$ cat src/sv/tpid_pkg.sv
// Shared types and constants of the thermocouple PID phase controller.
package tpid_pkg;

    localparam int RAW_W    = 32;
    localparam int TEMP_W   = 14;
    localparam int TEMP_LSB = 18;
    localparam int FAULT_W  = 3;
    localparam int ERR_W    = 16;
    localparam int DIFF_W   = 17;
    localparam int GAIN_W   = 24;
    localparam int DUTY_W   = 17;
    localparam int DELAY_W  = 14;
    localparam int ADDR_W   = 2;

    // Shared multiplier: 25 x 25 signed.
    localparam int MUL_W    = 25;
    localparam int PROD_W   = 2 * MUL_W;
    localparam int ACC_W    = 45;

    // Integral magnitude is split into two 24-bit halves.
    localparam int MAG_W    = 48;
    localparam int HALF_W   = 24;
    localparam int PART_W   = 48;
    localparam int TERM_W   = 43;
    localparam int SAT_BIT  = 18;

    localparam logic [TERM_W-1:0] TERM_LIMIT   = TERM_W'(64'd1 << 42);
    localparam int                DUTY_FULL    = 65536;
    localparam int                HALF_CYCLE_US = 8300;
    localparam int                DELAY_LSB    = 16;

    localparam logic [TEMP_W-1:0] SETPOINT_RST   = TEMP_W'(720);
    localparam logic [GAIN_W-1:0] GAIN_PROP_RST  = GAIN_W'(524288);
    localparam logic [GAIN_W-1:0] GAIN_INTEG_RST = GAIN_W'(3932);
    localparam logic [GAIN_W-1:0] GAIN_DERIV_RST = GAIN_W'(1310720);

    typedef enum logic [ADDR_W-1:0] {
        REG_SETPOINT   = 2'd0,
        REG_GAIN_PROP  = 2'd1,
        REG_GAIN_INTEG = 2'd2,
        REG_GAIN_DERIV = 2'd3
    } t_reg_idx;

    // One classified request as it travels from front to back.
    typedef struct packed {
        logic                      fault;
        logic [FAULT_W-1:0]        fault_bits;
        logic signed [TEMP_W-1:0]  temp;
        logic signed [ERR_W-1:0]   err;
    } t_item;

    // Gain set handed to the back end.
    typedef struct packed {
        logic [GAIN_W-1:0] prop;
        logic [GAIN_W-1:0] integ;
        logic [GAIN_W-1:0] deriv;
    } t_gains;

endpackage

$ cat src/sv/tpid_front.sv
// Front end: decode the raw converter word and classify it as fault or sample.
module tpid_front
    import tpid_pkg::*;
(
    input  logic                     i_push,
    input  logic [RAW_W-1:0]         i_raw_word,
    input  logic signed [TEMP_W-1:0] i_setpoint,
    input  logic                     i_q_full,
    output logic                     o_full,
    output logic                     o_wr_en,
    output t_item                    o_item
);

    logic signed [TEMP_W-1:0] temp;
    logic [FAULT_W-1:0]       fbits;

    always_comb begin
        fbits = i_raw_word[FAULT_W-1:0];
        temp  = signed'(i_raw_word[TEMP_LSB +: TEMP_W]);

        o_item.fault      = |fbits;
        o_item.fault_bits = fbits;
        o_item.temp       = temp;
        // Error in quarter degrees; always fits 16 bits.
        o_item.err        = ERR_W'(i_setpoint) - ERR_W'(temp);
    end

    assign o_full  = i_q_full;
    assign o_wr_en = i_push && !i_q_full;

endmodule

$ cat config.mk
export PLATFORM = sky130hd
export DESIGN_NAME = tpid_front
export DESIGN_NICKNAME = d
export VERILOG_FILES = /design/src/sv/tpid_pkg.sv /design/src/sv/tpid_front.sv
export SDC_FILE = /design/constraint.sdc
export NUM_CORES = 1
export LEC_CHECK = 0
export CORE_AREA = 2 2 51 53
export DETAILED_ROUTE_END_ITERATION = 8
export DIE_AREA = 0 0 53 55
export DONT_BUFFER_PORTS = 1
export GPL_ROUTABILITY_DRIVEN = 0
export SLEW_MARGIN = 10
export SYNTH_ARGS = -nofsm -noshare
export SYNTH_HDL_FRONTEND = slang
export SYNTH_SLANG_ARGS = --single-unit
$ cat constraint.sdc
create_clock -name vclk -period 2
set_clock_uncertainty 0.2 [all_clocks]
set_input_delay 0.2 -clock vclk [all_inputs]
set_output_delay 0.2 -clock vclk [all_outputs]
set_load 0.03 [all_outputs]
==> out/results.ini, run 1 <==
[run_status]
outcome=finished, violations left
failing_checks=negative setup slack

[layout]
final_core_util=0.552
area_delta_synth_final_pct=42.7
sequential_cell_area_sq_um=0
final_area_sq_mm=0.00131
nets=207
layout.clock_buffers=0
insertedDiodeCount=0
flip_flop_and_latch_count=0
fraction_of_final_layout_cells_with_drive_strength_greater_than_1=0.479

[routing]
detailedRoute.firstPassIterationCount=4
post_drt_wl_per_cell_microns=12.0
num_vias=865
totalWireLength_mm=2.06
post-route-drc-count=0
first_iter_violations=8
antenna_left=0
detail_route.vias_per_cell=5.03

[timing]
worst_slew_margin_rel=0.623
timing.final.ws_setup_ns=-0.173
finalMaxSlewViolations=0
setup-tns-final_ns=-0.814
final_hold_fails=0
final_setup_violation_count=8
grt_setup_unrepaired=yes
fmaxAchievable_mhz=460
post-route-min-period_ns=2.17
final.period_utilization=1.09
worst_pin_slew_ns=0.565

[logic_synthesis]
largest_family_of_logic_cells_by_synthesized_area=compound AO/OA/AOI/OAI gates
synthesis.area_per_instance_sq_um=7.26
synth.yosys.warnings=0
post_synth_mux_area_share=0.0123
synth.cell_area_sq_um=915
synth_xor_area_frac=0.0958
postSynthNetCount=189
synth_fa_ha_area_frac=0.213
postSynthCellCount=126
synthDistinctLibCells=39
synth-compound-area-share=0.269
synth_seq_area_share=0
yosys.area_share.simple=0.153

[worst_setup_path]
critPathCaptureType=output port
critPathArrivalTime_ns=1.77
cp_max_fo=3
start_kind=primary input
cp.required_ns=1.60
setup.worst_path.class=in2out

[grt]
number_of_global_route_vias_before_repair=806
grt.overflow.total=0
antenna_violations_before_repair=0
grt_first_pass_wirelength_mm=3.04
track_usage=0.132
grt_max_degree=9

[job]
max_cap_viol_count=0

[floorplan]
dieWidth_microns=53
num_rows=18
design.die.area_sq_mm=0.00292
fp.coreArea_sq_mm=0.00236
chipHeight_microns=55
floorplan.initialDensity=0.387
ioPinCount=84

[pwr]
clock_power_share=0
seqPwrFrac=0
vdd_drop_max_uv=253
internal-power_w=0.000294
leakagePower_nw=0.626
power.density_mw_per_mm2=487
total_switching_power_w=0.000341
combPwrFrac=1.000
power_switching_share=0.537
total_power_w=0.000636

[placed_design]
place_ws_ns=-0.223
detailed_place.area_sq_mm=0.00114
port-buffer-count=0
dp_hpwl_mm=1.74

[worst_hold_path]
worst_hold_path.num_cells=0
min_path_type=in2out

[layout by cell type, fill, tap and decap left out, drive strengths merged, types with 2 or more instances in the layout]
cell,synthesis,layout
xnor2,7,7
inv,21,21
nand2b,3,3
a21o,6,6
nor2b,3,3
a31oi,2,2
a21oi,7,7
a211oi,2,2
o21a,2,2
o21ai,2,2
o211ai,2,2
buf,20,38
nor2,5,5
nand3,5,5
xor2,3,3
ha,14,14
nand2,4,4
[worst paths after layout]
| check | start | end |
|---|---|---|
| hold / removal | i_raw_word[21] | o_item[19] |
| setup / recovery | i_setpoint[0] | o_item[15] |
[stage by stage]
stage	hold slack [ns]	instances
after floorplan	0.310	126
after global placement	0.200	166
after detailed placement	0.200	166
after CTS	0.200	171
after global routing	0.200	172
final	0.200	172
[synthesized netlist by cell type, types with 3 or more instances]
cell type                   n  share of area
sky130_fd_sc_hd__inv_1     21          0.086
sky130_fd_sc_hd__buf_4     19           0.16
sky130_fd_sc_hd__ha_1      14           0.19
sky130_fd_sc_hd__xnor2_1    7          0.067
sky130_fd_sc_hd__a21o_1     6          0.049
sky130_fd_sc_hd__a21oi_1    6          0.033
sky130_fd_sc_hd__nand3_1    5          0.027
sky130_fd_sc_hd__nor2_1     5          0.021
sky130_fd_sc_hd__nand2_1    3          0.012
sky130_fd_sc_hd__nand2b_1   3          0.021
sky130_fd_sc_hd__nor2b_1    3          0.021
sky130_fd_sc_hd__xor2_1     3          0.029
[power groups by stage]
| stage | registers (W) | clock network (W) | logic, W |
|---|---|---|---|
| floorplan | 0 | 0 | 0.000474 |
| global placement | 0 | 0 | 0.000557 |
| detailed placement | 0 | 0 | 0.000564 |
| CTS | 0 | 0 | 0.000617 |
| global route | 0 | 0 | 0.000683 |
| finish | 0 | 0 | 0.000636 |
[cells by family (layout without fill, tap and decap cells)]
family	Yosys count	in the layout
buf+inv	43	59
xor+xnor	10	10
fa+ha+maj	15	15
mux	1	1
compound gates	31	31
simple gates	26	26
[what timing repair did]
action                                  4_1_cts  5_1_grt
pin swaps                                    13        6
buffers inserted                              5        1
endpoints found under the setup margin        9        9
hold buffers                                  0        0
gates resized for setup                      13        6
[worst max-delay path: stages]
cell and delay (ns):
sky130_fd_sc_hd__inv_8 0.01, sky130_fd_sc_hd__ha_4 0.14, sky130_fd_sc_hd__fa_2 0.35, sky130_fd_sc_hd__nor2b_2 0.14, sky130_fd_sc_hd__o211ai_1 0.11, sky130_fd_sc_hd__nand4b_1 0.16, sky130_fd_sc_hd__a41oi_4 0.14, sky130_fd_sc_hd__a221o_2 0.51
[layer usage]
layer,GRT usage,up-vias,share of wire
met1,0.160,387,0.42
met4,0.0171,0,0
met2,0.265,28,0.53
met5,0,-,0
li1,-,450,-
met3,0.00269,0,0.047
[final cells by class]
class,instances,area [sq um]
Timing Repair Buffer,38,308
Inverter,21,88.8
Multi-Input combinational cell,83,871
Fill cell,239,1060
Tap cell,30,37.5
Power figures use the tool's default switching activity.
==> run 2, diff against run 1 <==
--- a/config.mk
+++ b/config.mk
@@ -5,11 +5,14 @@
 export SDC_FILE = /design/constraint.sdc
 export NUM_CORES = 1
 export LEC_CHECK = 0
-export CORE_AREA = 2 2 51 53
+export CELL_PAD_IN_SITES_DETAIL_PLACEMENT = 1
+export CELL_PAD_IN_SITES_GLOBAL_PLACEMENT = 1
+export CORE_AREA = 2 2 52 54
 export DETAILED_ROUTE_END_ITERATION = 8
-export DIE_AREA = 0 0 53 55
+export DIE_AREA = 0 0 54 56
 export DONT_BUFFER_PORTS = 1
 export GPL_ROUTABILITY_DRIVEN = 0
+export PLACE_DENSITY_LB_ADDON = 0.1
 export SLEW_MARGIN = 10
 export SYNTH_ARGS = -nofsm -noshare
 export SYNTH_HDL_FRONTEND = slang
==> run 2 against run 1 <==
Net effect: the run still ends with negative setup slack left; global-route usage grew 2.8 points; combinational power grew 4.9%; first-iteration DRC count up 25%; sequential share of layout area is the same; wire length up 20%; utilization grew 1.5 points; non-clock buffer count grew 7; setup slack lost 0.054 ns; largest cell class unchanged; final area is 5.7% higher; critical endpoint unchanged.
==> out/results.ini, run 2 (same netlist as run 1, synthesis figures left out) <==
[timing]
fmaxAchievable_mhz=449  ; was 460 MHz
finalMaxSlewViolations=0  ; unchanged
timing.final.ws_setup_ns=-0.227  ; was -0.173 ns
setup-tns-final_ns=-0.958  ; was -0.814 ns
grt_setup_unrepaired=yes  ; unchanged
final_setup_violation_count=8  ; unchanged
worst_slew_margin_rel=0.622  ; was 0.623
post-route-min-period_ns=2.23  ; was 2.17 ns
final.period_utilization=1.11  ; was 1.09
final_hold_fails=0  ; unchanged
worst_pin_slew_ns=0.567  ; was 0.565 ns

[worst_setup_path]
critPathArrivalTime_ns=1.83  ; was 1.77 ns
cp_max_fo=3  ; unchanged
cp.required_ns=1.60  ; about the same
cp-endpoint=o_item[15]  ; unchanged
start_kind=primary input  ; unchanged
critical_path.startpoint=i_setpoint[0]  ; unchanged
critPathCaptureType=output port  ; unchanged
setup.worst_path.class=in2out  ; unchanged

[layout]
final_cell_mix=sky130_fd_sc_hd__buf_4, sky130_fd_sc_hd__inv_1, sky130_fd_sc_hd__buf_6, sky130_fd_sc_hd__ha_1  ; was sky130_fd_sc_hd__buf_4, sky130_fd_sc_hd__inv_1, sky130_fd_sc_hd__ha_1
insertedDiodeCount=0  ; unchanged
area_delta_synth_final_pct=50.8  ; was 42.7%
filler_cell_count=287  ; was 239
layout.clock_buffers=0  ; unchanged
multi_input_comb_area_sq_um=877  ; was 871 sq um
nets=214  ; was 207
final_area_sq_mm=0.00138  ; was 0.00131 sq mm
final_core_util=0.567  ; was 0.552
fraction_of_final_layout_cells_with_drive_strength_greater_than_1=0.530  ; was 0.479
most_common_cell_after_layout_fill_and_taps_aside=sky130_fd_sc_hd__buf_4  ; unchanged
flip_flop_and_latch_count=0  ; unchanged
sequential_cell_area_sq_um=0  ; unchanged

[floorplan]
chipHeight_microns=56  ; was 55 microns
fp.coreArea_sq_mm=0.00243  ; was 0.00236 sq mm
ioPinCount=84  ; unchanged
dieWidth_microns=54  ; was 53 microns
design.die.area_sq_mm=0.00302  ; was 0.00292 sq mm
num_rows=18  ; unchanged
floorplan.initialDensity=0.376  ; was 0.387

[pwr]
power_switching_share=0.531  ; was 0.537
internal-power_w=0.000313  ; was 0.000294 W
seqPwrFrac=0  ; about the same
vdd_drop_max_uv=295  ; was 253 uV
clock_power_share=0  ; about the same
total_switching_power_w=0.000354  ; was 0.000341 W
leakagePower_nw=0.664  ; was 0.626 nW
combPwrFrac=1.000  ; about the same
power.density_mw_per_mm2=484  ; was 487 mW/mm^2

[worst_hold_path]
min_path_type=in2out  ; unchanged

[grt]
antenna_violations_before_repair=0  ; unchanged
number_of_global_route_vias_before_repair=913  ; was 806
grt.overflow.total=0  ; unchanged
grt_first_pass_wirelength_mm=3.87  ; was 3.04 mm
track_usage=0.160  ; was 0.132
grt_max_degree=9  ; unchanged

[routing]
post_drt_wl_per_cell_microns=13.8  ; was 12.0 microns
first_iter_violations=10  ; was 8
antenna_left=0  ; unchanged
detail_route.vias_per_cell=5.23  ; was 5.03
num_vias=936  ; was 865
totalWireLength_mm=2.46  ; was 2.06 mm
detailedRoute.firstPassIterationCount=4  ; unchanged
post-route-drc-count=0  ; unchanged

[placed_design]
detailed_place.area_sq_mm=0.00117  ; was 0.00114 sq mm
dp_hpwl_mm=2.05  ; was 1.74 mm
port-buffer-count=0  ; unchanged

[clock_network]
cts_hold_repair.buffers=0  ; unchanged

[job]
max_cap_viol_count=0  ; unchanged

[run_status]
failing_checks=negative setup slack  ; unchanged
outcome=finished, violations left  ; unchanged

==> run 2: per-layer routing <==
| layer | vias up | routed length, microns | global-route usage |
|---|---|---|---|
| li1 | 462 | - | - |
| met1 | 437 | 1050 | 0.212 |
| met2 | 37 | 1290 | 0.296 |
| met3 | 0 | 118 | 0 |
| met4 | 0 | 0 | 0.00357 |
| met5 | - | 0 | 0 |
==> run 2: timing repair <==
item | CTS | global route
endpoints found under the setup margin | 10 | 10
gates cloned | 0 | 0
buffers inserted | 7 | 5
resized for setup | 15 | 13
pin swaps | 9 | 11
==> run 2: worst min-delay path by stage <==
stage | start | endpoint | slack [ns] | depth (start not counted)
floorplan | i_q_full | o_wr_en | 0.31 | 1
global placement | i_raw_word[30] | o_item[28] | 0.20 | 0
detailed placement | i_raw_word[30] | o_item[28] | 0.20 | 0
CTS | i_raw_word[30] | o_item[28] | 0.20 | 0
global route | i_raw_word[27] | o_item[25] | 0.20 | 0
finish | i_raw_word[0] | o_item[30] | 0.20 | 0
==> run 2: stage by stage <==
| stage | hold slack [ns] | setup WS [ns] | cells | power, W |
|---|---|---|---|---|
| 2_1_floorplan | 0.310 | -0.258 | 126 | 0.000474 |
| 3_3_place_gp | 0.200 | -0.208 | 169 | 0.000569 |
| 3_5_place_dp | 0.200 | -0.239 | 169 | 0.000583 |
| 4_1_cts | 0.200 | -0.214 | 176 | 0.000644 |
| 5_1_grt | 0.200 | -0.304 | 179 | 0.000722 |
| 6_report | 0.200 | -0.227 | 179 | 0.000667 |
==> run 2: worst max-delay path, stage by stage <==
cell	delay, ns
sky130_fd_sc_hd__inv_8	0.01
sky130_fd_sc_hd__ha_4	0.14
sky130_fd_sc_hd__fa_2	0.35
sky130_fd_sc_hd__nor2b_2	0.14
sky130_fd_sc_hd__o211ai_1	0.15
sky130_fd_sc_hd__nand4b_1	0.14
sky130_fd_sc_hd__a41oi_2	0.16
sky130_fd_sc_hd__a221o_2	0.53
==> run 2: layout make-up <==
type | count | area share
multi-input combinational | 83 | 0.636
inverter | 21 | 0.0699
tap | 30 | 0.0272
timing repair buffer | 45 | 0.267
==> run 2: power groups by stage <==
stage	registers, W	logic, W	clock network, W
floorplan	0	0.000474	0
global placement	0	0.000569	0
detailed placement	0	0.000583	0
CTS	0	0.000644	0
global route	0	0.000722	0
finish	0	0.000667	0
