### src/sv/tpid_pkg.sv
// Shared types and constants of the thermocouple PID phase controller.
package tpid_pkg;

    localparam int RAW_W    = 32;
    localparam int TEMP_W   = 14;
    localparam int TEMP_LSB = 18;
    localparam int FAULT_W  = 3;
    localparam int ERR_W    = 16;
    localparam int DIFF_W   = 17;
    localparam int GAIN_W   = 24;
    localparam int DUTY_W   = 17;
    localparam int DELAY_W  = 14;
    localparam int ADDR_W   = 2;

    // Shared multiplier: 25 x 25 signed.
    localparam int MUL_W    = 25;
    localparam int PROD_W   = 2 * MUL_W;
    localparam int ACC_W    = 45;

    // Integral magnitude is split into two 24-bit halves.
    localparam int MAG_W    = 48;
    localparam int HALF_W   = 24;
    localparam int PART_W   = 48;
    localparam int TERM_W   = 43;
    localparam int SAT_BIT  = 18;

    localparam logic [TERM_W-1:0] TERM_LIMIT   = TERM_W'(64'd1 << 42);
    localparam int                DUTY_FULL    = 65536;
    localparam int                HALF_CYCLE_US = 8300;
    localparam int                DELAY_LSB    = 16;

    localparam logic [TEMP_W-1:0] SETPOINT_RST   = TEMP_W'(720);
    localparam logic [GAIN_W-1:0] GAIN_PROP_RST  = GAIN_W'(524288);
    localparam logic [GAIN_W-1:0] GAIN_INTEG_RST = GAIN_W'(3932);
    localparam logic [GAIN_W-1:0] GAIN_DERIV_RST = GAIN_W'(1310720);

    typedef enum logic [ADDR_W-1:0] {
        REG_SETPOINT   = 2'd0,
        REG_GAIN_PROP  = 2'd1,
        REG_GAIN_INTEG = 2'd2,
        REG_GAIN_DERIV = 2'd3
    } t_reg_idx;

    // One classified request as it travels from front to back.
    typedef struct packed {
        logic                      fault;
        logic [FAULT_W-1:0]        fault_bits;
        logic signed [TEMP_W-1:0]  temp;
        logic signed [ERR_W-1:0]   err;
    } t_item;

    // Gain set handed to the back end.
    typedef struct packed {
        logic [GAIN_W-1:0] prop;
        logic [GAIN_W-1:0] integ;
        logic [GAIN_W-1:0] deriv;
    } t_gains;

endpackage

### src/sv/tpid_fifo.sv
// Short request queue between front and back ends.
module tpid_fifo
    import tpid_pkg::*;
#(
    parameter int DEPTH = 2
)
(
    input  logic  i_clk,
    input  logic  i_rst_n,
    input  logic  i_wr_en,
    input  t_item i_wr_item,
    input  logic  i_rd_en,
    output t_item o_rd_item,
    output logic  o_full,
    output logic  o_empty
);

    localparam int PTR_W = $clog2(DEPTH);
    localparam int CNT_W = $clog2(DEPTH + 1);

    t_item             r_mem [DEPTH];
    logic [PTR_W-1:0]  r_wr_ptr;
    logic [PTR_W-1:0]  r_rd_ptr;
    logic [CNT_W-1:0]  r_count;

    logic do_wr;
    logic do_rd;

    assign o_full    = (r_count == CNT_W'(DEPTH));
    assign o_empty   = (r_count == '0);
    assign o_rd_item = r_mem[r_rd_ptr];
    assign do_wr     = i_wr_en && !o_full;
    assign do_rd     = i_rd_en && !o_empty;

    always_ff @(posedge i_clk) begin
        if (do_wr) begin
            r_mem[r_wr_ptr] <= i_wr_item;
        end
    end

    always_ff @(posedge i_clk) begin
        if (!i_rst_n) begin
            r_wr_ptr <= '0;
            r_rd_ptr <= '0;
            r_count  <= '0;
        end else begin
            if (do_wr) begin
                r_wr_ptr <= (r_wr_ptr == PTR_W'(DEPTH - 1)) ? '0 : r_wr_ptr + 1'b1;
            end
            if (do_rd) begin
                r_rd_ptr <= (r_rd_ptr == PTR_W'(DEPTH - 1)) ? '0 : r_rd_ptr + 1'b1;
            end
            case ({do_wr, do_rd})
                2'b10:   r_count <= r_count + 1'b1;
                2'b01:   r_count <= r_count - 1'b1;
                default: r_count <= r_count;
            endcase
        end
    end

endmodule

### config.mk
export PLATFORM = sky130hd
export DESIGN_NAME = tpid_fifo
export DESIGN_NICKNAME = d
export VERILOG_FILES = /design/src/sv/tpid_pkg.sv /design/src/sv/tpid_fifo.sv
export SDC_FILE = /design/constraint.sdc
export NUM_CORES = 1
export LEC_CHECK = 0
export BUFFER_PORTS_ARGS = -buffer_cell sky130_fd_sc_hd__buf_2
export CAP_MARGIN = 20
export CORE_MARGIN = 1.5
export CORE_UTILIZATION = 30
export CTS_CLUSTER_SIZE = 24
export DETAILED_ROUTE_END_ITERATION = 16
export PLACE_DENSITY = 0.51
export SLEW_MARGIN = 15
export SYNTH_ARGS = -nofsm -noshare
export SYNTH_HDL_FRONTEND = slang
export SYNTH_SLANG_ARGS = --single-unit
### constraint.sdc
create_clock -name i_clk -period 4.54 [get_ports i_clk]
set_input_delay 0.908 -clock i_clk [delete_from_list [all_inputs] [get_ports i_clk]]
set_output_delay 0.908 -clock i_clk [all_outputs]
set_load 0.05 [all_outputs]
==> results.rst, run 1 <==
.. list-table::
   :header-rows: 1

   * - Metric
     - Value
   * - Residual antenna-violating net count after detailed routing
     - 0
   * - Peak supply drop
     - 0.000266 V
   * - Sort of element at the start of the critical path
     - flip-flop
   * - PnR Total Power
     - 2340 uW
   * - Starting Density
     - 30.9%
   * - Hold Path Class
     - reg2reg
   * - Number of nets in the synthesized netlist
     - 171
   * - Cells after Synth
     - 132
   * - Antenna diode count
     - 0
   * - Count of buffers inserted at the top-level ports
     - 73
   * - RSZ-0062 raised after global routing
     - false
   * - Maximum number of pins on one net before global-route repair
     - 35
   * - Outcome
     - complete, no violations
   * - Maximum achievable frequency
     - 0.334 GHz
   * - Fraction of layout instances using a drive strength above 1
     - 58.4%
   * - TritonCTS clock tree
     - done
   * - Worst-path maximum fanout
     - 22
   * - Global router's overall resource usage
     - between 10% and 20%
   * - Detailed Routing Iterations Pass 1
     - 3
   * - Number of DRC markers in iteration 0
     - 28
   * - Kind of critical path
     - reg2out
   * - CTS Root Buffer Type
     - clkbuf_8
   * - Min-Delay Startpoint
     - r_wr_ptr
   * - Routed length per instance
     - approximately 15 um
   * - Fillers
     - 825
   * - Post-synthesis average cell area
     - 20.3 um^2
   * - Hold Buf Count CTS
     - 0
   * - Max-slew violation count
     - 0
   * - Pre-CTS WS
     - 1.83 ns
   * - TritonCTS Sinks
     - 73
   * - Leakage Power
     - 0.00129 uW
   * - Number of placed I/O pins
     - 74
   * - Sequential cell area fraction in the yosys report
     - around 80%
   * - Setup violators final
     - 0
   * - DIE AREA
     - about 0.0095 mm^2
   * - Final wirelength
     - 4.77 mm
   * - Quantity of gates resized following cts
     - 0
   * - FP Rows
     - 34
   * - Synthesis-to-layout area growth
     - 27.5%
   * - Total placed cells including tap cells
     - 311
   * - Final Wtd Congestion
     - 0.622
   * - Count of placed standard cells in the final layout, fillers left out
     - 327
   * - Netlist cell types
     - 18
   * - Power per Cell Area
     - 684 mW/mm^2
   * - Clock slew at the register clock pins of the worst setup and hold paths
     - approximately 0.070 ns
   * - Final period utilization
     - roughly 66%
   * - Vias in the first global route
     - between 1,000 and 1,500
   * - Number of DRC violations after detailed routing
     - 0
   * - GR Overflow Total
     - 0
   * - Total CTS buffers
     - 9
   * - Detail Placement HPWL
     - between 3 and 4 mm
   * - Worst R2R Start
     - r_count[0]
   * - Area of the placeable core
     - 0.00868 mm^2
   * - Utilization after layout
     - 39.4%
   * - Chip Width
     - 97.5 um
   * - Post-Syn Area
     - 0.00268 mm^2
   * - Number of hold violations in the final report
     - 0
   * - Yosys warns
     - 0
   * - Buffers from clock root to sink, at most
     - 2
   * - Wire length of the first global-routing pass
     - 7.58 mm
   * - Crit path arrival time
     - around 2.1 ns
   * - Max-Slew Margin vs Limit
     - 43.8%
   * - Worst Setup Slack, final
     - 1.54 ns
   * - Clock period minus final worst setup slack
     - 3.00 ns
   * - Initial antenna violation count
     - 0
   * - Worst Max-Slew Pin Slew
     - 0.844 ns
   * - Worst Setup End Kind
     - output port
   * - Max-cap violations
     - 0
   * - Synthesized flop and latch total
     - between 70 and 80
   * - Required time reported for the critical path endpoint
     - 3.63 ns
   * - H-tree depth
     - 3
   * - Post-CTS setup-driven buffer insertion count
     - 0
   * - Worst clock skew
     - roughly 0.0085 ns
   * - Setup_tns
     - 0 ns
   * - Y dimension of the die
     - roughly 98 um
   * - Vias after detailed routing
     - approximately 1,400
   * - Clock Latency Late Sink
     - 0.34 ns
   * - Count of nets after finishing
     - 253
   * - Post-DR vias/cell
     - 4.27
[cells in the mapped netlist]
cell type,count,share of area [%]
a21boi_1,2,0.56
edfxtp_1,68,76
nand2b_2,1,0.33
and2_1,1,0.23
or3_1,2,0.47
inv_1,2,0.28
nor2_1,1,0.14
mux2_2,34,14
xnor2_1,3,0.98
nand2_1,1,0.14
buf_2,4,0.75
o21a_1,1,0.28
o21ai_0,2,0.37
inv_2,1,0.14
and3_1,1,0.23
dfxtp_1,5,3.7
ha_1,1,0.47
nor2b_1,2,0.47
[per-layer routing]
metal  track usage [%]  part of all wire, %
met5                 0                    0
met3              4.32                  4.8
met2              17.4                   50
met4              4.95                  1.6
met1              12.4                   44
[cell families (layout without fill, tap and decap cells)]
| logic type | Yosys count | after routing | share of synthesized area, % |
|---|---|---|---|
| AO/OA/AOI/OAI | 5 | 5 | 1.21 |
| flip-flops | 73 | 73 | 79.9 |
| adder cells (fa/ha/maj) | 1 | 1 | 0.467 |
| XOR/XNOR | 3 | 3 | 0.980 |
| buffers and inverters | 7 | 94 | 1.17 |
| AND/OR/NAND/NOR | 9 | 9 | 2.01 |
| multiplexers | 34 | 34 | 14.3 |
[sequential cells by signal, summed over array words and instances, names as in the netlist, named ones only]
register and flops:
r_count 2, r_mem 68, r_rd_ptr 1, r_wr_ptr 1
[through the flow]
stage               instance area (um^2)  hold WS, ns
global placement                    3180        0.486
floorplan                           2680        0.457
detailed placement                  3180        0.487
CTS                                 3420        0.499
finish                              3420        0.500
global route                        3420        0.545
[path summary, 6_finish.rpt]
check | to | slack [ns] | cells after the start
worst max-delay path | o_rd_item[2] | 1.54 | 3
worst min-delay path | r_wr_ptr | 0.50 | 2
worst max register to register | r_mem[0][14] | 2.32 | 5
worst min register to register | r_wr_ptr | 0.50 | 2
[cell usage in the layout, fill, tap and decap left out]
master | netlist | final
o21ai_0 | 2 | 2
nor2b_1 | 2 | 2
and2_1 | 1 | 1
inv_6 | 0 | 1
nor2_1 | 1 | 1
ha_1 | 1 | 1
mux2_2 | 34 | 34
nand2b_2 | 1 | 1
and3_2 | 0 | 1
buf_2 | 4 | 73
buf_4 | 0 | 2
inv_1 | 2 | 2
nand2_1 | 1 | 1
or3_1 | 2 | 2
xnor2_1 | 3 | 3
clkbuf_8 | 0 | 9
dfxtp_1 | 5 | 5
clkinv_4 | 0 | 1
a21boi_1 | 2 | 2
inv_2 | 1 | 1
o21a_1 | 1 | 1
edfxtp_1 | 68 | 68
clkinv_2 | 0 | 2
bufinv_16 | 0 | 3
[cell type report]
cell class,count,area (um^2),area share [%]
timing repair buffer,75,380,11.1
clock buffer,9,124,3.62
sequential,73,2140,62.6
tap,108,135,3.95
clock inverter,7,118,3.44
multi-input combinational,52,509,14.9
inverter,3,11.3,0.329
[critical path, cell delays in order, from the launching register on]
cell	delay, ns
dfxtp_1	0.72
buf_4	0.42
mux2_2	0.39
buf_2	0.21
[power breakdown]
part           internal (uW)  leakage [uW]  switching (uW)  total, uW
clock                    366      0.000124             236        602
combinational            241      0.000485             595        836
sequential               852      0.000677            48.4        900
Note: power is estimated with default switching activity, not from simulation.
==> inputs of run 2 (changes only) <==
ABC_AREA = 1   (was unset)
PLACE_DENSITY = 0.5   (was 0.51)
clock period = 3 ns   (was 4.54 ns; I/O delays follow)
==> run 2 against run 1 <==
Against the previous run:
- die area up 6.4%
- sequential share of layout area fell by 1.8 points
- hold slack got worse by 0.053 ns
- first-iteration DRC count is 29% higher
- wire length decreased by 3.5%
- clock skew is 0.0020 ns lower
- worst setup slack got worse by 0.74 ns
- sequential power grew 42%
- non-clock buffer count is 3 higher
- final cell count up 11%
- utilization decreased by 1.3 points
- critical endpoint is now o_rd_item[14]
- count of clock-buffer cells in the layout stayed put
==> results.rst, run 2 <==
.. list-table::
   :header-rows: 1

   * - Metric
     - Value
   * - Final Wtd Congestion
     - 0.678
   * - TritonCTS clock tree
     - done
   * - Quantity of gates resized following cts
     - 0
   * - Synth Area in XOR/XNOR
     - 0%
   * - Residual antenna-violating net count after detailed routing
     - 0
   * - Global router's overall resource usage
     - 9.73%
   * - Buffers from clock root to sink, at most
     - 2
   * - Y dimension of the die
     - 101 um
   * - GR Overflow Total
     - 0
   * - Number of DRC markers in iteration 0
     - 36
   * - Family with the most delay on the worst path
     - buffers and inverters
   * - Count of buffer and inverter cells on the critical path
     - 2
   * - DIE AREA
     - 0.0101 mm^2
   * - Peak supply drop
     - 0.000341 V
   * - Crit path arrival time
     - around 1.6 ns
   * - Clock Latency Late Sink
     - roughly 0.34 ns
   * - Registers with the highest flip-flop counts
     - r_mem: 68 flops, r_count: 2 flops
   * - Synth top area share
     - 71.5%
   * - Commonest non-fill, non-tap cells in the layout
     - 73 x buf_2, 68 x edfxtp_1, 30 x mux2_4, 11 x nor2_1, 9 x clkbuf_8
   * - Arithmetic-cell share of the synthesized area counting full adders, half adders and majority gates
     - less than 1%
   * - Hold Buf Count CTS
     - 0
   * - Netlist cell types
     - 16
   * - Maximum number of pins on one net before global-route repair
     - 20
   * - Final wirelength
     - between 4 and 5 mm
   * - Delay of the slowest cell on the worst path
     - a little under 0.4 ns
   * - Detailed Routing Iterations Pass 1
     - 3
   * - Cell area after layout
     - roughly 0.0035 mm^2
   * - Outcome
     - complete, no violations
   * - Post-synthesis average cell area
     - 19.6 um^2
   * - Number of hold violations in the final report
     - 0
   * - Worst Setup Slack, final
     - 0.806 ns
   * - Cells after Synth
     - 146
   * - Setup violators final
     - 0
   * - Cell types with the largest area share after synthesis
     - edfxtp_1 71%, mux2_4 16%, dfxtp_1 3.5%
   * - Synthesized flop and latch total
     - 73
   * - Antenna diode count
     - 0
   * - Most frequent cells after synthesis
     - 68 x edfxtp_1, 30 x mux2_4, 12 x nor2_1, 8 x inv_1, 8 x nand2_1
   * - PnR Total Power
     - 2800 uW
   * - Leading register cell type out of synthesis
     - edfxtp_1
   * - Count of nets after finishing
     - 270
   * - Initial antenna violation count
     - 0
   * - Sequential cell area fraction in the yosys report
     - 75.0%
   * - Post-Syn Area
     - between 0.002 and 0.003 mm^2
   * - Vias after detailed routing
     - around 1,500
   * - Worst-path maximum fanout
     - 19
   * - Portion of netlist area occupied by mux cells
     - 17.3%
   * - Maximum achievable frequency
     - 0.456 GHz
   * - Max FFs per register
     - 68
   * - Cell type with the highest aggregate area in the netlist
     - edfxtp_1
   * - Wire length of the first global-routing pass
     - approximately 7 mm
   * - FP Rows
     - 35
   * - Placed instance area
     - about 0.0034 mm^2
   * - Critical path cell sequence
     - buf_4, mux2_2, buf_2
   * - Most frequent standard cell in the layout excluding fill and tap cells
     - buf_2
   * - Number of placed I/O pins
     - 74
   * - Pre-CTS WS
     - 0.945 ns
   * - Total CTS buffers
     - 9
   * - Power per Cell Area
     - 794 mW/mm^2
   * - Count of buffers inserted at the top-level ports
     - 73
   * - Compound-Gate Fraction of Synth Area
     - 0.350%
   * - Kind of critical path
     - reg2out
   * - Post-DR vias/cell
     - 4.00
   * - Max-cap violations
     - 0
   * - Starting Density
     - roughly 30%
   * - Clock period minus final worst setup slack
     - 2.19 ns
   * - Share of synthesized flip-flops with an asynchronous set or reset
     - 0%
   * - Sort of element at the start of the critical path
     - flip-flop
   * - Final period utilization
     - 73.1%
   * - Number of nets in the synthesized netlist
     - 185
   * - Leakage Power
     - between 0.001 and 0.0015 uW
   * - CTS Root Buffer Type
     - clkbuf_8
   * - Max-slew violation count
     - 0
   * - Max-Slew Margin vs Limit
     - 63.0%
   * - H-tree depth
     - 3
   * - Cell at the slowest stage of the critical path
     - mux2_2
   * - Fraction of layout instances using a drive strength above 1
     - 54.5%
   * - Worst Setup End Kind
     - output port
   * - Yosys warns
     - 0
   * - Synthesis-to-layout area growth
     - 23.2%
   * - Chip Width
     - 101 um
   * - RSZ-0062 raised after global routing
     - false
   * - Worst Max-Slew Pin Slew
     - 0.554 ns
   * - TritonCTS Sinks
     - 73
   * - Hold Path Class
     - in2reg
   * - Library cell with the highest instance count after synthesis
     - edfxtp_1
   * - Largest family of logic cells by synthesized area
     - multiplexers
   * - Number of flops mapped to enable cells by yosys
     - roughly 70
   * - Routed length per instance
     - roughly 13 um
   * - Vias in the first global route
     - ~1,400
   * - Detail Placement HPWL
     - approximately 3.2 mm
   * - Basic-gate share of the synthesized area counting and, or, nand and nor cells
     - around 3.2%
   * - Required time reported for the critical path endpoint
     - approximately 2.4 ns
   * - Clock slew at the register clock pins of the worst setup and hold paths
     - about 0.070 ns
   * - Number of DRC violations after detailed routing
     - 0
   * - Post-CTS setup-driven buffer insertion count
     - 0
   * - Worst clock skew
     - roughly 0.0065 ns
   * - Top reg by flops
     - r_mem
   * - Area of the placeable core
     - 0.00924 mm^2
   * - Setup_tns
     - 0 ns
[run 2: cell count changes in the layout (fill, tap and decap cells not counted), sizes merged, moves of 2 or more]
cell,previous run,this run
xnor2,3,0
or3,2,0
clkinv,3,6
nor2b,2,0
nor2,1,13
inv,4,9
nand2,1,8
bufinv,3,0
a21boi,2,0
buf,75,78
[run 2: path summary, 6_finish.rpt]
kind	slack (ns)	start	end	depth (start not counted)
worst max-delay path	0.81	flip-flop	o_rd_item[14]	3
worst min-delay path	0.45	i_wr_item[19]	r_mem[1][19]	1
worst max register to register	1.25	r_count[0]	r_mem[0][3]	5
worst min register to register	0.49	r_rd_ptr	r_rd_ptr	2
[run 2: area by class of cell]
cell class / instances / area (um^2)
clock inverters: 6 / 26.3
inverters: 9 / 33.8
flip-flops and latches: 73 / 2140
multi-input cells: 60 / 618
repair buffers: 78 / 415
fillers: 880 / 5720
well taps: 129 / 161
clock buffers: 9 / 124
[run 2: metal layers]
metal / global-route usage [%] / vias up / wire length (um)
met5: 0 / - / 0
met4: 4.88 / 0 / 79
met3: 4.85 / 9 / 352
met2: 15.7 / 47 / 2280
met1: 10.6 / 686 / 1900
li1: - / 713 / -
[run 2: through the flow]
stage / hold WS, ns / instances / util [%]
global placement: 0.481 / 349 / 36.5
finish: 0.446 / 364 / 38.1
floorplan: 0.452 / 146 / -
global route: 0.423 / 364 / 38.1
CTS: 0.431 / 364 / 38.1
detailed placement: 0.491 / 349 / 36.5
[run 2: cells by family (layout without fill, tap and decap cells)]
logic type | after synthesis | count (layout)
fa+ha+maj | 1 | 1
simple gates | 23 | 23
compound gates | 2 | 2
flops | 73 | 73
buf+inv | 13 | 102
mux | 34 | 34
[run 2: worst register-to-register path, stage by stage (launching register included)]
cell     delay, ns
dfxtp_1       0.39
nor2_1        0.08
nor2_1        0.18
inv_1         0.12
nor2_4        0.45
buf_12        0.24
[run 2: power by group]
part	internal [uW]	switching, uW	total, uW
logic	292	623	915
registers	1240	32.1	1280
clock network	282	323	605
==> inputs of run 3 (changes only) <==
ABC_AREA = 0   (was 1)
PLACE_DENSITY = 0.51   (was 0.5)
clock period = 2.3 ns   (was 3 ns; I/O delays follow)
==> run 3 against run 2 <==
Against the previous run:
- sequential share of layout area is 2.2 points higher
- via count down 1.3%
- wire length grew 3.6%
- design area down 3.5%
- highest routed layer unchanged
- register-to-register slack got worse by 0.55 ns
- global-route usage increased by 0.75 points
==> results.rst, run 3 (synthesized netlist as in run 1, its figures left out) <==
.. list-table::
   :header-rows: 1

   * - Metric
     - Value
   * - Outcome
     - complete, no violations
   * - Clock slew at the register clock pins of the worst setup and hold paths
     - around 0.070 ns
   * - Quantity of gates resized following cts
     - 0
   * - Chip Width
     - 97.5 um
   * - Wire length of the first global-routing pass
     - 7.39 mm
   * - Final wirelength
     - 4.77 mm
   * - Commonest non-fill, non-tap cells in the layout
     - 73 x buf_2, 68 x edfxtp_1, 34 x mux2_2, 9 x clkbuf_8
   * - Detailed Routing Iterations Pass 1
     - 3
   * - Worst Max-Slew Pin Slew
     - 0.263 ns
   * - Maximum achievable frequency
     - 0.506 GHz
   * - Peak supply drop
     - 0.000469 V
   * - Max-slew violation count
     - 0
   * - Most frequent standard cell in the layout excluding fill and tap cells
     - buf_2
   * - Maximum number of pins on one net before global-route repair
     - 35
   * - Clock period minus final worst setup slack
     - ~2.0 ns
   * - Hold Path Class
     - in2reg
   * - Utilization after layout
     - roughly 39%
   * - Y dimension of the die
     - 97.5 um
   * - Routed length per instance
     - 14.6 um
   * - Critical path cell sequence
     - buf_12, mux2_2, buf_2
   * - FP Rows
     - 34
   * - Cell area after layout
     - around 0.0034 mm^2
   * - Antenna diode count
     - 0
   * - H-tree depth
     - 3
   * - Max FFs per register
     - 68
   * - Crit path arrival time
     - approximately 1.5 ns
   * - Buffers from clock root to sink, at most
     - 2
   * - Synthesis-to-layout area growth
     - 26.8%
   * - Top reg by flops
     - r_mem
   * - Final period utilization
     - roughly 86%
   * - Post-CTS setup-driven buffer insertion count
     - 0
   * - Worst-path maximum fanout
     - 34
   * - Count of buffers inserted at the top-level ports
     - 73
   * - DIE AREA
     - between 0.009 and 0.01 mm^2
   * - Starting Density
     - 30.9%
   * - Vias in the first global route
     - 1,480
   * - Global router's overall resource usage
     - 10.5%
   * - Number of placed I/O pins
     - 74
   * - Registers with the highest flip-flop counts
     - r_mem: 68 flops, r_count: 2 flops
   * - Detail Placement HPWL
     - slightly below 3 mm
   * - Clock Latency Late Sink
     - 0.34 ns
   * - Max-cap violations
     - 0
   * - Pre-CTS WS
     - 0.664 ns
   * - Hold Buf Count CTS
     - 0
   * - CTS Root Buffer Type
     - clkbuf_8
   * - Placed instance area
     - about 0.0032 mm^2
   * - Number of DRC markers in iteration 0
     - 22
   * - Residual antenna-violating net count after detailed routing
     - 0
   * - Total CTS buffers
     - 9
   * - Area of the placeable core
     - 0.00868 mm^2
   * - Delay of the slowest cell on the worst path
     - around 0.38 ns
   * - Power per Cell Area
     - 1290 mW/mm^2
   * - Final Wtd Congestion
     - between 0.6 and 0.7
   * - Post-DR vias/cell
     - 4.38
   * - Count of nets after finishing
     - 254
   * - RSZ-0062 raised after global routing
     - false
   * - TritonCTS Sinks
     - 73
   * - Number of DRC violations after detailed routing
     - 0
   * - Worst Setup Slack, final
     - ~0.32 ns
   * - Sort of element at the start of the critical path
     - flip-flop
   * - Required time reported for the critical path endpoint
     - 1.84 ns
   * - Kind of critical path
     - reg2out
   * - Max-Slew Margin vs Limit
     - roughly 83%
   * - Number of hold violations in the final report
     - 0
   * - TritonCTS clock tree
     - done
   * - Initial antenna violation count
     - 0
   * - Setup violators final
     - 0
   * - Leakage Power
     - 0.00127 uW
   * - Cell at the slowest stage of the critical path
     - mux2_2
   * - Vias after detailed routing
     - ~1,400
   * - Worst Setup End Kind
     - output port
   * - Fraction of layout instances using a drive strength above 1
     - 55.9%
   * - GR Overflow Total
     - 0
   * - Setup_tns
     - 0 ns
   * - Worst clock skew
     - 0.00773 ns
==> run 3: cell types whose count changed in the layout (fill, tap and decap cells not counted), sizes merged, moves of 2 or more <==
cell / previous run / this run
a21boi: 0 / 2
buf: 78 / 76
inv: 9 / 3
nand2: 8 / 1
nor2: 13 / 1
nor2b: 0 / 2
or3: 0 / 2
xnor2: 0 / 3
==> run 3: cell type report <==
class                           count  area, um^2
Multi-Input combinational cell     52         509
Sequential cell                    73        2140
Timing Repair Buffer               76         425
Clock inverter                      6        48.8
Tap cell                          108         135
Clock buffer                       10         128
Inverter                            3        11.3
Fill cell                         829        5280
==> run 3: metal layers <==
metal  GRT usage [%]  part of all wire [%]
met4            6.59                   1.9
met1            12.4                    42
met3            4.10                   5.5
met5               0                     0
met2            15.9                    50
==> run 3: report_power, final <==
group          total (uW)  leakage (uW)  internal [uW]  switching, uW
Combinational        1730      0.000501            515           1210
Sequential           1740      0.000677           1680           62.9
Clock                 905     0.0000879            483            422
Total                4370       0.00127           2680           1690
==> run 3: worst paths after layout <==
path | from | to | slack, ns | cells past startpoint
max | flip-flop | o_rd_item[7] | 0.32 | 3
min reg2reg | r_wr_ptr | r_wr_ptr | 0.49 | 2
min | i_wr_item[29] | r_mem[0][29] | 0.31 | 1
max reg2reg | r_count[0] | r_mem[0][16] | 0.70 | 5
==> run 3: critical path, delay by kind of cell (launching register included) <==
| family | cells | cell delay, ns |
|---|---|---|
| buffers and inverters | 2 | 0.44 |
| multiplexers | 1 | 0.38 |
| flip-flops | 1 | 0.35 |
==> run 3: through the flow <==
step	std cells	hold slack, ns	power, uW
after floorplan	132	0.457	3110
after global placement	312	0.476	3520
after CTS	328	0.289	4440
after detailed placement	312	0.482	3520
after global routing	328	0.286	4580
final	328	0.306	4370
